## src/rtl/tcec_pkg.sv

```systemverilog
// ----------------------------------------------------------------------------
// tcec_pkg
// Shared types, constants and the code-to-index tables of the encoder counter.
// ----------------------------------------------------------------------------
package tcec_pkg;

  localparam int unsigned DefCountWidth = 32;
  localparam int unsigned LoadWidth     = 32;
  localparam int unsigned TickOutWidth  = 32;
  localparam int unsigned StepWidth     = 3;
  localparam int unsigned InDataWidth   = 40;   // 35 field bits, padded to bytes
  localparam int unsigned OutDataWidth  = 40;   // 37 field bits, padded to bytes

  typedef logic [2:0] code_t;
  typedef logic [2:0] index_t;

  // index code marking "no table entry"; real indices stay in 0..5
  localparam index_t NoIndex = 3'd7;
  localparam index_t WrapNormal = 3'd5;
  localparam index_t WrapBroken = 3'd3;

  typedef enum logic [1:0] {
    MODE_ALL_GOOD = 2'd0,
    MODE_A_BROKEN = 2'd1,
    MODE_B_BROKEN = 2'd2,
    MODE_C_BROKEN = 2'd3
  } mode_t;

  typedef enum logic {
    KIND_SAMPLE = 1'b0,
    KIND_LOAD   = 1'b1
  } kind_t;

  localparam logic [StepWidth-1:0] StepZero   = 3'b000;
  localparam logic [StepWidth-1:0] StepPlus1  = 3'b001;
  localparam logic [StepWidth-1:0] StepPlus2  = 3'b010;
  localparam logic [StepWidth-1:0] StepMinus1 = 3'b111;
  localparam logic [StepWidth-1:0] StepMinus2 = 3'b110;

  // decode outcome for one item
  typedef struct packed {
    logic [StepWidth-1:0] step;
    logic                 code_invalid;
    logic                 jump_rejected;
    logic                 capture;       // last_code takes the sample, sync set
    logic                 count;         // ticks take the stepped value
  } dec_t;

  function automatic index_t idx_lookup(input mode_t mode, input code_t code);
    index_t idx;
    idx = NoIndex;
    case (mode)
      MODE_ALL_GOOD: begin
        case (code)
          3'd1: idx = 3'd5;
          3'd2: idx = 3'd3;
          3'd3: idx = 3'd4;
          3'd4: idx = 3'd1;
          3'd5: idx = 3'd0;
          3'd6: idx = 3'd2;
          default: idx = NoIndex;
        endcase
      end
      MODE_A_BROKEN: begin
        case (code)
          3'd0, 3'd4: idx = 3'd0;
          3'd1, 3'd5: idx = 3'd3;
          3'd2, 3'd6: idx = 3'd1;
          default:    idx = 3'd2;
        endcase
      end
      MODE_B_BROKEN: begin
        case (code)
          3'd0, 3'd2: idx = 3'd0;
          3'd1, 3'd3: idx = 3'd1;
          3'd4, 3'd6: idx = 3'd3;
          default:    idx = 3'd2;
        endcase
      end
      default: begin
        case (code)
          3'd0, 3'd1: idx = 3'd0;
          3'd2, 3'd3: idx = 3'd3;
          3'd4, 3'd5: idx = 3'd1;
          default:    idx = 3'd2;
        endcase
      end
    endcase
    return idx;
  endfunction

endpackage

```

## src/rtl/tcec_decode.sv

```systemverilog
// ----------------------------------------------------------------------------
// tcec_decode
// Table lookup, adjacency check and next tick count for one registered item.
// ----------------------------------------------------------------------------
module tcec_decode #(
  parameter int unsigned COUNT_WIDTH = tcec_pkg::DefCountWidth
) (
  input  tcec_pkg::mode_t                  mode,
  input  tcec_pkg::kind_t                  kind,
  input  tcec_pkg::code_t                  code,
  input  logic [tcec_pkg::LoadWidth-1:0]   load_value,
  input  tcec_pkg::code_t                  last_code,
  input  logic                             code_synced,
  input  logic [COUNT_WIDTH-1:0]           ticks,
  output tcec_pkg::dec_t                   dec,
  output logic [COUNT_WIDTH-1:0]           ticks_next
);
  import tcec_pkg::*;

  index_t            nidx;
  index_t            pidx;
  index_t            wrap;
  logic signed [3:0] delta;
  logic              adjacent;
  logic              forward;
  logic              double_step;

  always_comb begin
    nidx        = idx_lookup(mode, code);
    pidx        = idx_lookup(mode, last_code);
    wrap        = (mode == MODE_ALL_GOOD) ? WrapNormal : WrapBroken;
    delta       = signed'({1'b0, nidx}) - signed'({1'b0, pidx});
    adjacent    = (delta == 4'sd1) || (delta == -4'sd1) ||
                  (delta == signed'({1'b0, wrap})) || (delta == -signed'({1'b0, wrap}));
    forward     = (delta == 4'sd1) || (delta == -signed'({1'b0, wrap}));
    double_step = (mode != MODE_ALL_GOOD) && ((pidx == 3'd0) || (nidx == 3'd0));
  end

  always_comb begin
    dec = '0;
    dec.step = StepZero;
    if (kind == KIND_SAMPLE) begin
      if (nidx == NoIndex) begin
        dec.code_invalid = 1'b1;
      end else if (!code_synced || pidx == NoIndex) begin
        // first valid sample, or stale code after a mode change
        dec.capture = 1'b1;
      end else if (adjacent) begin
        dec.capture = 1'b1;
        dec.count   = 1'b1;
        if (forward) begin
          dec.step = double_step ? StepPlus2 : StepPlus1;
        end else begin
          dec.step = double_step ? StepMinus2 : StepMinus1;
        end
      end else if (delta != 4'sd0) begin
        dec.jump_rejected = 1'b1;
      end
    end
  end

  always_comb begin
    if (kind == KIND_LOAD) begin
      ticks_next = COUNT_WIDTH'(signed'(load_value));
    end else if (dec.count) begin
      ticks_next = ticks + COUNT_WIDTH'(signed'(dec.step));
    end else begin
      ticks_next = ticks;
    end
  end

endmodule

```

## src/rtl/three_channel_encoder_counter.sv

```systemverilog
// ----------------------------------------------------------------------------
// three_channel_encoder_counter
// Three-line encoder decoder with signed tick count and broken-line modes.
// ----------------------------------------------------------------------------
// channel   dir  fields (low bit first)
// s_axis    in   tuser: kind ; tdata: line_a, line_b, line_c, load_value[31:0]
// m_axis    out  tdata: tick_count[31:0], step[2:0], code_invalid, jump_rejected
// cfg       in   cfg_wr_data: broken_line_mode
//
// One item per clock while m_axis accepts; from input transfer to result valid: an input
// register, then the table lookup and tick adder feeding the result register.
// Each stage loads when empty or when the stage after it moves, so a stalled
// m_axis holds the result while one more item waits in the input register.
// rst (synchronous) clears valids, code state, tick count and mode.
// ----------------------------------------------------------------------------
module three_channel_encoder_counter #(
  parameter int unsigned COUNT_WIDTH = tcec_pkg::DefCountWidth
) (
  input  logic                                clk,
  input  logic                                rst,
  input  logic                                cfg_wr_en,
  input  logic [1:0]                          cfg_wr_data,   // broken_line_mode
  input  logic                                s_axis_tvalid,
  output logic                                s_axis_tready,
  // line_a, line_b, line_c, load_value[31:0], zero pad
  input  logic [tcec_pkg::InDataWidth-1:0]    s_axis_tdata,
  input  logic                                s_axis_tuser,  // kind
  output logic                                m_axis_tvalid,
  input  logic                                m_axis_tready,
  // tick_count[31:0], step[2:0], code_invalid, jump_rejected, zero pad
  output logic [tcec_pkg::OutDataWidth-1:0]   m_axis_tdata
);
  import tcec_pkg::*;

  mode_t                  mode;

  // input register
  logic                   in_valid;
  kind_t                  in_kind;
  code_t                  in_code;
  logic [LoadWidth-1:0]   in_load;

  // decoder state
  code_t                  last_code;
  logic                   code_synced;
  logic [COUNT_WIDTH-1:0] ticks;

  // result register
  logic                   out_valid;
  logic [StepWidth-1:0]   out_step;
  logic                   out_invalid;
  logic                   out_rejected;

  dec_t                   dec;
  logic [COUNT_WIDTH-1:0] ticks_next;
  logic                   adv;
  logic                   take;

  assign adv           = !out_valid || m_axis_tready;
  assign s_axis_tready = !in_valid || adv;
  assign take          = s_axis_tvalid && s_axis_tready;

  tcec_decode #(
    .COUNT_WIDTH (COUNT_WIDTH)
  ) u_decode (
    .mode        (mode),
    .kind        (in_kind),
    .code        (in_code),
    .load_value  (in_load),
    .last_code   (last_code),
    .code_synced (code_synced),
    .ticks       (ticks),
    .dec         (dec),
    .ticks_next  (ticks_next)
  );

  always_ff @(posedge clk) begin
    if (rst) begin
      mode <= MODE_ALL_GOOD;
    end else if (cfg_wr_en) begin
      mode <= mode_t'(cfg_wr_data);
    end
  end

  always_ff @(posedge clk) begin
    if (rst) begin
      in_valid <= 1'b0;
    end else if (s_axis_tready) begin
      in_valid <= s_axis_tvalid;
    end
  end

  always_ff @(posedge clk) begin
    if (take) begin
      in_kind <= kind_t'(s_axis_tuser);
      in_code <= s_axis_tdata[2:0];
      in_load <= s_axis_tdata[LoadWidth+2:3];
    end
  end

  // state advances only when the item moves into the result register
  always_ff @(posedge clk) begin
    if (rst) begin
      last_code   <= '0;
      code_synced <= 1'b0;
      ticks       <= '0;
    end else if (in_valid && adv) begin
      ticks <= ticks_next;
      if (dec.capture) begin
        last_code   <= in_code;
        code_synced <= 1'b1;
      end
    end
  end

  always_ff @(posedge clk) begin
    if (rst) begin
      out_valid <= 1'b0;
    end else if (adv) begin
      out_valid <= in_valid;
    end
  end

  always_ff @(posedge clk) begin
    if (in_valid && adv) begin
      out_step     <= dec.step;
      out_invalid  <= dec.code_invalid;
      out_rejected <= dec.jump_rejected;
    end
  end

  assign m_axis_tvalid = out_valid;
  assign m_axis_tdata  = {
    (OutDataWidth - TickOutWidth - StepWidth - 2)'(0),
    out_rejected,
    out_invalid,
    out_step,
    TickOutWidth'(signed'(ticks))
  };

  // a bad code never moves the code state
  assert property (@(posedge clk) disable iff (rst)
    (in_valid && adv && dec.code_invalid) |=> ($stable(last_code) && $stable(code_synced)))
    else $error("code state changed on invalid code");

  // a rejected jump leaves the count alone
  assert property (@(posedge clk) disable iff (rst)
    (in_valid && adv && dec.jump_rejected) |=> $stable(ticks))
    else $error("ticks changed on rejected jump");

  // double steps only exist with a broken line
  assert property (@(posedge clk) disable iff (rst)
    (in_valid && adv && (dec.step == StepPlus2 || dec.step == StepMinus2))
      |-> (mode != MODE_ALL_GOOD))
    else $error("double step in normal mode");

  // a flagged result never carries a step
  assert property (@(posedge clk) disable iff (rst)
    (out_valid && (out_invalid || out_rejected)) |-> (out_step == StepZero))
    else $error("flagged result with nonzero step");

endmodule
```

## config.mk

```make
export PLATFORM = sky130hd
export DESIGN_NAME = three_channel_encoder_counter
export DESIGN_NICKNAME = d
export VERILOG_FILES = /design/src/rtl/tcec_pkg.sv /design/src/rtl/tcec_decode.sv /design/src/rtl/three_channel_encoder_counter.sv
export SDC_FILE = /design/constraint.sdc
export NUM_CORES = 1
export LEC_CHECK = 0
export BUFFER_PORTS_ARGS = -buffer_cell sky130_fd_sc_hd__buf_2
export CORE_MARGIN = 4
export CORE_UTILIZATION = 55
export CTS_CLUSTER_SIZE = 24
export DETAILED_ROUTE_END_ITERATION = 8
export PLACE_DENSITY = 0.85
export SYNTH_ARGS = -nofsm -noshare
export SYNTH_HDL_FRONTEND = slang
export SYNTH_SLANG_ARGS = --single-unit
export TNS_END_PERCENT = 20
```

## constraint.sdc

```tcl
create_clock -name clk -period 13.5 [get_ports clk]
set_clock_uncertainty 0.05 [all_clocks]
set_input_delay 2.025 -clock clk [delete_from_list [all_inputs] [get_ports clk]]
set_output_delay 2.025 -clock clk [all_outputs]
set_load 0.02 [all_outputs]
```

==> Word level (Yosys, flattened, before mapping) <==
Cells that the tools add are included.
{ "totals": {"mem_bits_ro": 0, "mem_bits_rw": 0, "out_inout_bits": 42, "latchBits": 0, "reg_bits": 81, "elab_cells": 106, "n_memories": 0, "inputBits": 48} }
{ "classes": {"eq_ne": 20, "reduce_logical": 43, "bitwise_logic": 0, "n_div": 0, "n_shift": 0, "mux": 28, "magnitude_cmp": 0, "multipliers": 0, "n_addsub": 3} }
{ "op_table": {"columns": ["operator", "n"], "rows": [
  ["$mux 32", 2],
  ["$pmux 2 s3", 6],
  ["$pmux 3 s6", 2],
  ["$reduce_or 2->1", 18],
  ["$add 32x32->32", 1],
  ["$eq 3x3->1 const B", 8],
  ["$mux 3", 6],
  ["$pmux 3 s3", 2],
  ["$eq 3x2->1 const B", 4],
  ["$logic_not 3->1", 4],
  ["$eq 4x4->1", 2],
  ["$logic_or 1x1->1", 8],
  ["$mux 1", 7],
  ["$mux 7", 1],
  ["$eq 3x1->1 const B", 2],
  ["$eq 4x1->1 const B", 1],
  ["$eq 4x2->1 const B", 1],
  ["$mux 2", 2],
  ["$neg 3->4", 1],
  ["$reduce_and 2->1", 2],
  ["$reduce_bool 2->1", 2],
  ["$reduce_bool 4->1", 1],
  ["$reduce_or 4->1", 1],
  ["$sub 3x3->4", 1],
  ["other kinds (5)", 9]
]} }

==> Depth between registers and ports, before layout <==
Gate-level depths: netlist (run 1).
{ "depth": {"depth_word": 16, "ltp_mapped": 28, "depth_no_buf": 28} }

==> Modules after synthesis <==
Synthesis (run 1) repeated with hierarchy kept, for this count alone.
{ "unflattened": {"hier_cells": 621, "hier_area_um2": 5806.8} }
{ "by_module_without_submodules": {"columns": ["module", "area_per_inst_um2", "n_inst", "cells_per_inst", "seq_area_each_um2"], "rows": [
  ["three_channel_encoder_counter", 3059.2, 1, 219, 2031.9],
  ["tcec_decode", 2747.6, 1, 402, 0.0]
]} }

==> Worst setup path before layout (run 1) <==
OpenSTA, ideal clock, no wires.
{ "synth_timing": {"kind": "reg-to-reg", "from": "register last_code[1]", "to": "register ticks[24]", "path_slack_ns": 8.014, "arrival_time_ns": 5.306, "path_buffers": 0, "stages_incl_launch_ff": 29, "setup_time_ns": 0.130, "required_time_ns": 13.320, "period_less_slack_ns": 5.486, "path_cell_list": "dfxtp_1 > inv_1 > ha_1 > or4b_1 > o21ai_2 > nor2_1 > a211oi_1 > a21oi_1 > ha_1 > inv_1 > fa_1 > nor3_1 > a21oi_1 > xnor2_1 > nor3_4 > nand2_1 > nor2_1 > ha_1 > inv_1 > fa_1 > nor2b_1 > o211ai_1 > a21oi_1 > o211ai_1 > o21ai_0 > a21boi_0 > o21ai_0 > xnor2_1 > o22ai_1"} }
{ "synth_rtl": {"columns": ["element", "line", "text"], "rows": [
  ["from (decl)", "three_channel_encoder_counter.sv:44", "code_t last_code;"],
  ["from (signal assigned)", "three_channel_encoder_counter.sv:110", "last_code <= in_code;"],
  ["to (signal assigned)", "three_channel_encoder_counter.sv:108", "ticks <= ticks_next;"],
  ["to (decl)", "three_channel_encoder_counter.sv:46", "logic [COUNT_WIDTH-1:0] ticks;"]
]} }

==> results of run 1 <==
## sequential cells by signal, summed over array words and instances (netlist names)
| register | flops |
|---|---|
| in_code | 3 |
| in_valid | 1 |
| mode | 2 |
| code_synced | 1 |
| out_step | 3 |
| in_load | 32 |
| m_axis_tvalid | 1 |
| out_rejected | 1 |
| ticks | 32 |
| out_invalid | 1 |
| in_kind | 1 |
| last_code | 3 |
## worst paths after layout
kind	cells past startpoint	from	slack, ns	to
max	28	last_code[1]	6.95	ticks[24]
min	2	ticks[15]	0.47	ticks[15]
max reg2reg	28	last_code[1]	6.95	ticks[24]
min reg2reg	2	ticks[15]	0.47	ticks[15]
## placed cells by master (no fill, tap or decap), types with 4 or more instances in the layout
cell / n
edfxtp_1: 41
a21o_1: 14
o21bai_1: 7
nand2_1: 33
a211oi_1: 16
and3_1: 4
o21ai_0: 40
xnor2_1: 16
nor4b_1: 4
o211ai_1: 11
nand3_1: 8
inv_1: 20
nor2b_1: 8
nand2b_1: 9
nor3_1: 8
dfxtp_1: 40
ha_1: 44
clkbuf_8: 9
nor3b_1: 6
nor2_1: 67
buf_2: 81
a21oi_1: 58
nand4_1: 5
xor2_1: 10
a41oi_1: 4
a31oi_1: 9
mux2i_1: 14
## worst register-to-register path, delay by kind of cell (launching register included)
family	cells	cell delay, ns
compound gates	11	2.26
simple gates	7	1.49
buf+inv	3	0.24
xor+xnor	2	0.35
fa+ha+maj	5	1.54
flops	1	0.46
## power by group through the flow
stage	Clock [mW]	Sequential (mW)	Combinational [mW]
detailed placement	0	0.287	0.108
floorplan	0	0.291	0.0780
finish	0.194	0.282	0.110
CTS	0.198	0.282	0.109
global route	0.209	0.284	0.122
global placement	0	0.287	0.104
## cell type report
type | count | area, sq um | area share
diodes | 1 | 2.50 | 0.000419
clock buffers | 11 | 131 | 0.0220
clock inverters | 5 | 81.3 | 0.0136
inverters | 20 | 75.1 | 0.0126
multi-input cells | 451 | 3060 | 0.513
flip-flops and latches | 81 | 2030 | 0.340
well taps | 129 | 161 | 0.0270
repair buffers | 84 | 428 | 0.0716
## layer usage
metal	share of wire	vias to the layer above
met2	0.50	140
met1	0.44	2161
li1	-	2270
met5	0	-
met4	0.013	0
met3	0.050	19
## cells in the mapped netlist, drive strengths merged, types with 2 or more instances
cell,number,share of area
fa,2,0.0075
nor3b,6,0.0085
xnor2,16,0.026
nand3b,3,0.0042
o31a,2,0.0033
a21o,14,0.020
a221oi,2,0.0045
mux2i,14,0.026
nor4b,4,0.0066
a41oi,4,0.0066
xor2,10,0.016
nor3,9,0.011
edfxtp,41,0.23
nor2b,9,0.012
nand2,33,0.023
nor2,68,0.048
ha,44,0.10
a31oi,9,0.011
and3,5,0.0068
o21bai,7,0.0099
or3,2,0.0033
dfxtp,40,0.15
nand4,5,0.0059
a211oi,17,0.025
inv,20,0.014
clkbuf,12,0.0085
buf,19,0.023
o21a,3,0.0042
o21ai,45,0.044
nand3,8,0.0075
o22ai,3,0.0035
o211ai,12,0.018
nand2b,9,0.011
and2,3,0.0035
nor4,3,0.0035
o311ai,2,0.0033
a21oi,59,0.056
o21ba,2,0.0038
## cell families (layout without fill, tap and decap cells)
logic type      Yosys count  count (layout)  synth area share
buf+inv                  51             120            0.0456
flops                    81              81             0.382
compound gates          191             191             0.231
simple gates            171             171             0.161
xor+xnor                 26              26            0.0428
other cells               1               4          0.000704
fa+ha+maj                46              46             0.111
mux                      14              14            0.0263
==> flow_summary.ini, run 1 <==
[status]
outcome = finished clean

[sta]
finalSetupTns_ns = 0
final_hold_viol_count = 0
period_minus_slack_ns = 6.55
fin_crit_sh = 0.485
setup_violations = 0
tightest_slew_ns = 0.803
relSlewSlack = 0.465
rsz0062_at_grt = no
final-max-slew-violation-count = 0
finalWorstSetupSlack_ns = 6.95
fmax_mhz = 153
fin_hold_ws_ns = 0.472

[critical_path]
crit_buf_inv = 3
critPathArrivalTime_ns = 6.72
required_ns = 13.66
crit_slowest_cell = or4b_1
crit_fanout = 8
worstSetupStartpointType = flip-flop
critPathCaptureType = flip-flop
slowest_delay_ns = 0.54
critical-path-top-delay-family = compound AO/OA/AOI/OAI gates
worstSetupPathType = reg -> reg

[floorplanning]
die_h_um = 106
initial_core_util = 0.571
die_w_um = 106
rows = 35
dieArea_sq_um = 11300
ios = 90
coreArea_sq_um = 9330

[synth]
synth_warnings = 0
yosysSeqAreaShare = 0.382
synth_ff_type = edfxtp_1
synth_cell_types = 69
synth_edf_count = 41
synth_area_per_cell_sq_um = 9.17
ys_seq_elements = 81
synthArstFlopShare = 0
syn_inst = 581
syn_area_sq_um = 5330

[cells_and_area]
fin_area_sq_um = 5970
final_nets = 741
n_fill_cell = 794
final_cell_count_no_fill = 782
area_growth_pct = 12.2
drive_above_1_share = 0.173
utilization = 0.641

[detailed_routing]
drtIter0Drc = 224
viasPerCell = 5.87
firstDrtPassIters = 6
num_vias = 4590
routed_wirelength_mm = 12.5
final_antenna_net_count = 0
drc = 0
wl_per_cell_um = 16.0

[power_and_ir_drop]
p_sw_frac = 0.284
p_leak_nw = 2.58
p_comb_frac = 0.187
p_total_mw = 0.586
p_clk_frac = 0.332
powerDensity_nw_per_um2 = 98.0
peakVddDrop_mv = 0.0547
p_sw_mw = 0.167
seq_power_share = 0.481
p_int_mw = 0.419

[job]
cap_violations = 0

[grt]
gr-max-usage-layer = met2
grt_pass1_vias = 4395
antenna_found_initial = 0
met1_usage = 0.277
met3_usage = 0.0449
grt_usage = 0.221
grt_max_degree = 66
grt_overflow_total = 0
grt_pass1_wl_mm = 20.5
gr-usage-met2 = 0.386

[clocking]
clk_pin_slew_ns = 0.08
cts_sinks = 81
postCtsHoldBufs = 0
cts_tree = yes
cts_made_buffers = 9
cts_buffer_depth = 2
insertion_delay_ns = 0.36
post_cts_resized = 0
clockRootBuffer = clkbuf_8
htree_levels = 3
post_cts_buffers = 0

[place]
dp_hpwl_mm = 8.75
globalplace.congestion = 0.912
port_buffers = 81
place_inst = 765
pre_cts_slack_ns = 7.12
place_area_sq_um = 5760

[worst_hold_path]
hp-class = reg -> reg
Power figures use the tool's default switching activity.
==> inputs of run 2 (changes only) <==
ABC_AREA = 1   (was unset)
CORE_UTILIZATION = 52   (was 55)
PLACE_DENSITY = 0.84   (was 0.85)
clock period = 5.95 ns   (was 13.5 ns; I/O delays follow)
==> run 2 against run 1 <==
Against the previous run:
- synthesized cell count up 27%
- global-route usage about the same
- setup slack worse by 6.4 ns
- area after synthesis up 3.8%
- critical path depth up 4
- critical path type unchanged
- sequential share of layout area down 1.5 points
- utilization down 3.5 points
- routed wire length up 8.9%
- largest power group unchanged
==> flow_summary.ini, run 2 <==
[floorplanning]
initial_core_util = 0.535
ios = 90
coreArea_sq_um = 10300
rows = 37
die_w_um = 111
dieArea_sq_um = 12300
die_h_um = 111

[synth]
synth_top_area_frac = 0.223
synthAdderAreaFrac = 0.107
yosys.area_share.simple = 0.231
ys_seq_elements = 81
syn_area_sq_um = 5530
yosys.area.top_type = edfxtp_1
yosys-top-cells-count = nand2_1, a21oi_1, nor2_1
synth-xor-area-share = 0.0333
synth_edf_count = 41
yosysSeqAreaShare = 0.368
synth_area_leaders = edfxtp_1, dfxtp_1, nand2_1
syn_inst = 736
synth_most_common_cell = nand2_1
synth_cell_types = 40
synthArstFlopShare = 0
muxShareOfSynthArea = 0
synth_area_per_cell_sq_um = 7.51
synth_compound_area_frac = 0.191
synth_top_family_by_area = simple AND/OR/NAND/NOR gates
synth_ff_type = edfxtp_1
synth_warnings = 0

[cells_and_area]
final_common_cell = nand2_1
drive_above_1_share = 0.149
layout_common_cells = nand2_1, buf_2, a21oi_1
antenna_cells = 0
largest_registers = in_load: 32 flops, ticks: 32 flops
utilization = 0.606
final_nets = 910
final_cell_count_no_fill = 957
area_growth_pct = 13.1

[detailed_routing]
num_vias = 5307
viasPerCell = 5.55
routed_wirelength_mm = 13.6
wl_per_cell_um = 14.2
firstDrtPassIters = 6
final_antenna_net_count = 0
drc = 0
drtIter0Drc = 387

[critical_path]
crit_slowest_cell = edfxtp_1
required_ns = 6.20
r2r_cells = 32
reg2reg_to = ticks[31]
crit_fanout = 18
r2r-start = in_code[0]
path_common_cell = nand2_1
crit_start = in_code[0]
endpoint = ticks[31]
critPathCaptureType = flip-flop
worstSetupPathType = reg -> reg
r2r_setup_slack_ns = 0.57
worstSetupStartpointType = flip-flop
slowest_delay_ns = 0.46
critPathArrivalTime_ns = 5.63

[grt]
grt_pass1_vias = 4961
antenna_found_initial = 0
grt_overflow_total = 0
grt_max_degree = 46
grt_usage = 0.222
grt_pass1_wl_mm = 22.7

[place]
dp_hpwl_mm = 10.3
place_inst = 941
globalplace.congestion = 0.979
port_buffers = 81
pre_cts_slack_ns = 0.537

[sta]
final-max-slew-violation-count = 0
setup_violations = 0
tightest_slew_ns = 0.878
period_minus_slack_ns = 5.38
final_hold_viol_count = 0
fmax_mhz = 186
finalWorstSetupSlack_ns = 0.574
relSlewSlack = 0.414
fin_crit_sh = 0.904

[status]
outcome = finished clean

[power_and_ir_drop]
seq_power_share = 0.481
p_total_mw = 1.33
peakVddDrop_mv = 0.163
p_comb_frac = 0.215
p_sw_frac = 0.308
p_leak_nw = 2.91
powerDensity_nw_per_um2 = 213
p_clk_frac = 0.304
p_sw_mw = 0.410
p_int_mw = 0.923

[clocking]
cts_tree = yes
clockRootBuffer = clkbuf_8
cts_buffer_depth = 2
post_cts_buffers = 0
clk_pin_slew_ns = 0.09
cts_sinks = 81
insertion_delay_ns = 0.37
htree_levels = 3
postCtsHoldBufs = 0
cts_made_buffers = 9

[job]
cap_violations = 0

[worst_hold_path]
hp-class = reg -> reg
## run 2: changes by cell type after synthesis, sizes merged, moves of 14 or more
cell    change
mux2i      -14
nand3      +32
inv        +50
a21oi      +16
nand2     +136
a211oi     -14
o21ai      +22
## run 2: worst min path at each step
stage	startpoint	to	cells past startpoint
finish	ticks[29]	ticks[29]	2
global route	ticks[29]	ticks[29]	2
CTS	ticks[29]	ticks[29]	2
detailed placement	ticks[29]	ticks[29]	2
global placement	ticks[15]	ticks[15]	2
floorplan	mode[1]	mode[1]	2
## run 2: power groups by stage
stage,Sequential (mW),Combinational [mW],Clock (mW)
2_1_floorplan,0.664,0.197,0
3_3_place_gp,0.653,0.274,0
3_5_place_dp,0.653,0.283,0
4_1_cts,0.640,0.285,0.412
5_1_grt,0.644,0.325,0.435
6_report,0.640,0.287,0.405
## run 2: kinds of logic (layout without fill, tap and decap cells)
| family | Yosys count | after routing |
|---|---|---|
| flops | 81 | 81 |
| xor+xnor | 21 | 21 |
| simple gates | 307 | 307 |
| other cells | 1 | 3 |
| fa+ha+maj | 46 | 46 |
| compound gates | 188 | 188 |
| buf+inv | 92 | 175 |
## run 2: worst max-delay path: cells and delay by family, from the launching register on
kind | cells | cell delay (ns)
buffers and inverters | 6 | 0.81
flip-flops | 1 | 0.46
AO/OA/AOI/OAI | 7 | 1.26
adder cells (fa/ha/maj) | 4 | 1.14
AND/OR/NAND/NOR | 15 | 1.55
## run 2: through the flow
stage	hold WS (ns)	TNS [ns]	cell area, sq um
5_1_grt	0.462	-0.0160	6250
3_5_place_dp	0.427	0	6050
3_3_place_gp	0.425	0	6050
6_report	0.441	0	6250
2_1_floorplan	0.429	0	5530
4_1_cts	0.441	0	6240
## run 2: final cells by class
type | count | area (sq um)
inverter | 71 | 267
timing repair buffer | 88 | 458
clock buffer | 10 | 138
multi-input combinational | 565 | 3130
fill | 975 | 4070
sequential | 81 | 2030
clock inverter | 6 | 57.6
tap | 136 | 170
## run 2: metal layers
layer | share of wire | GRT usage
met5 | 0 | 0
met4 | 0.018 | 0.0714
met3 | 0.070 | 0.0491
met2 | 0.47 | 0.367
met1 | 0.44 | 0.289
## run 2: timing repair
action                     in CTS  in global routing
setup endpoints to repair       0                  5
hold endpoints to repair        0                  0
resized for setup               0                  5
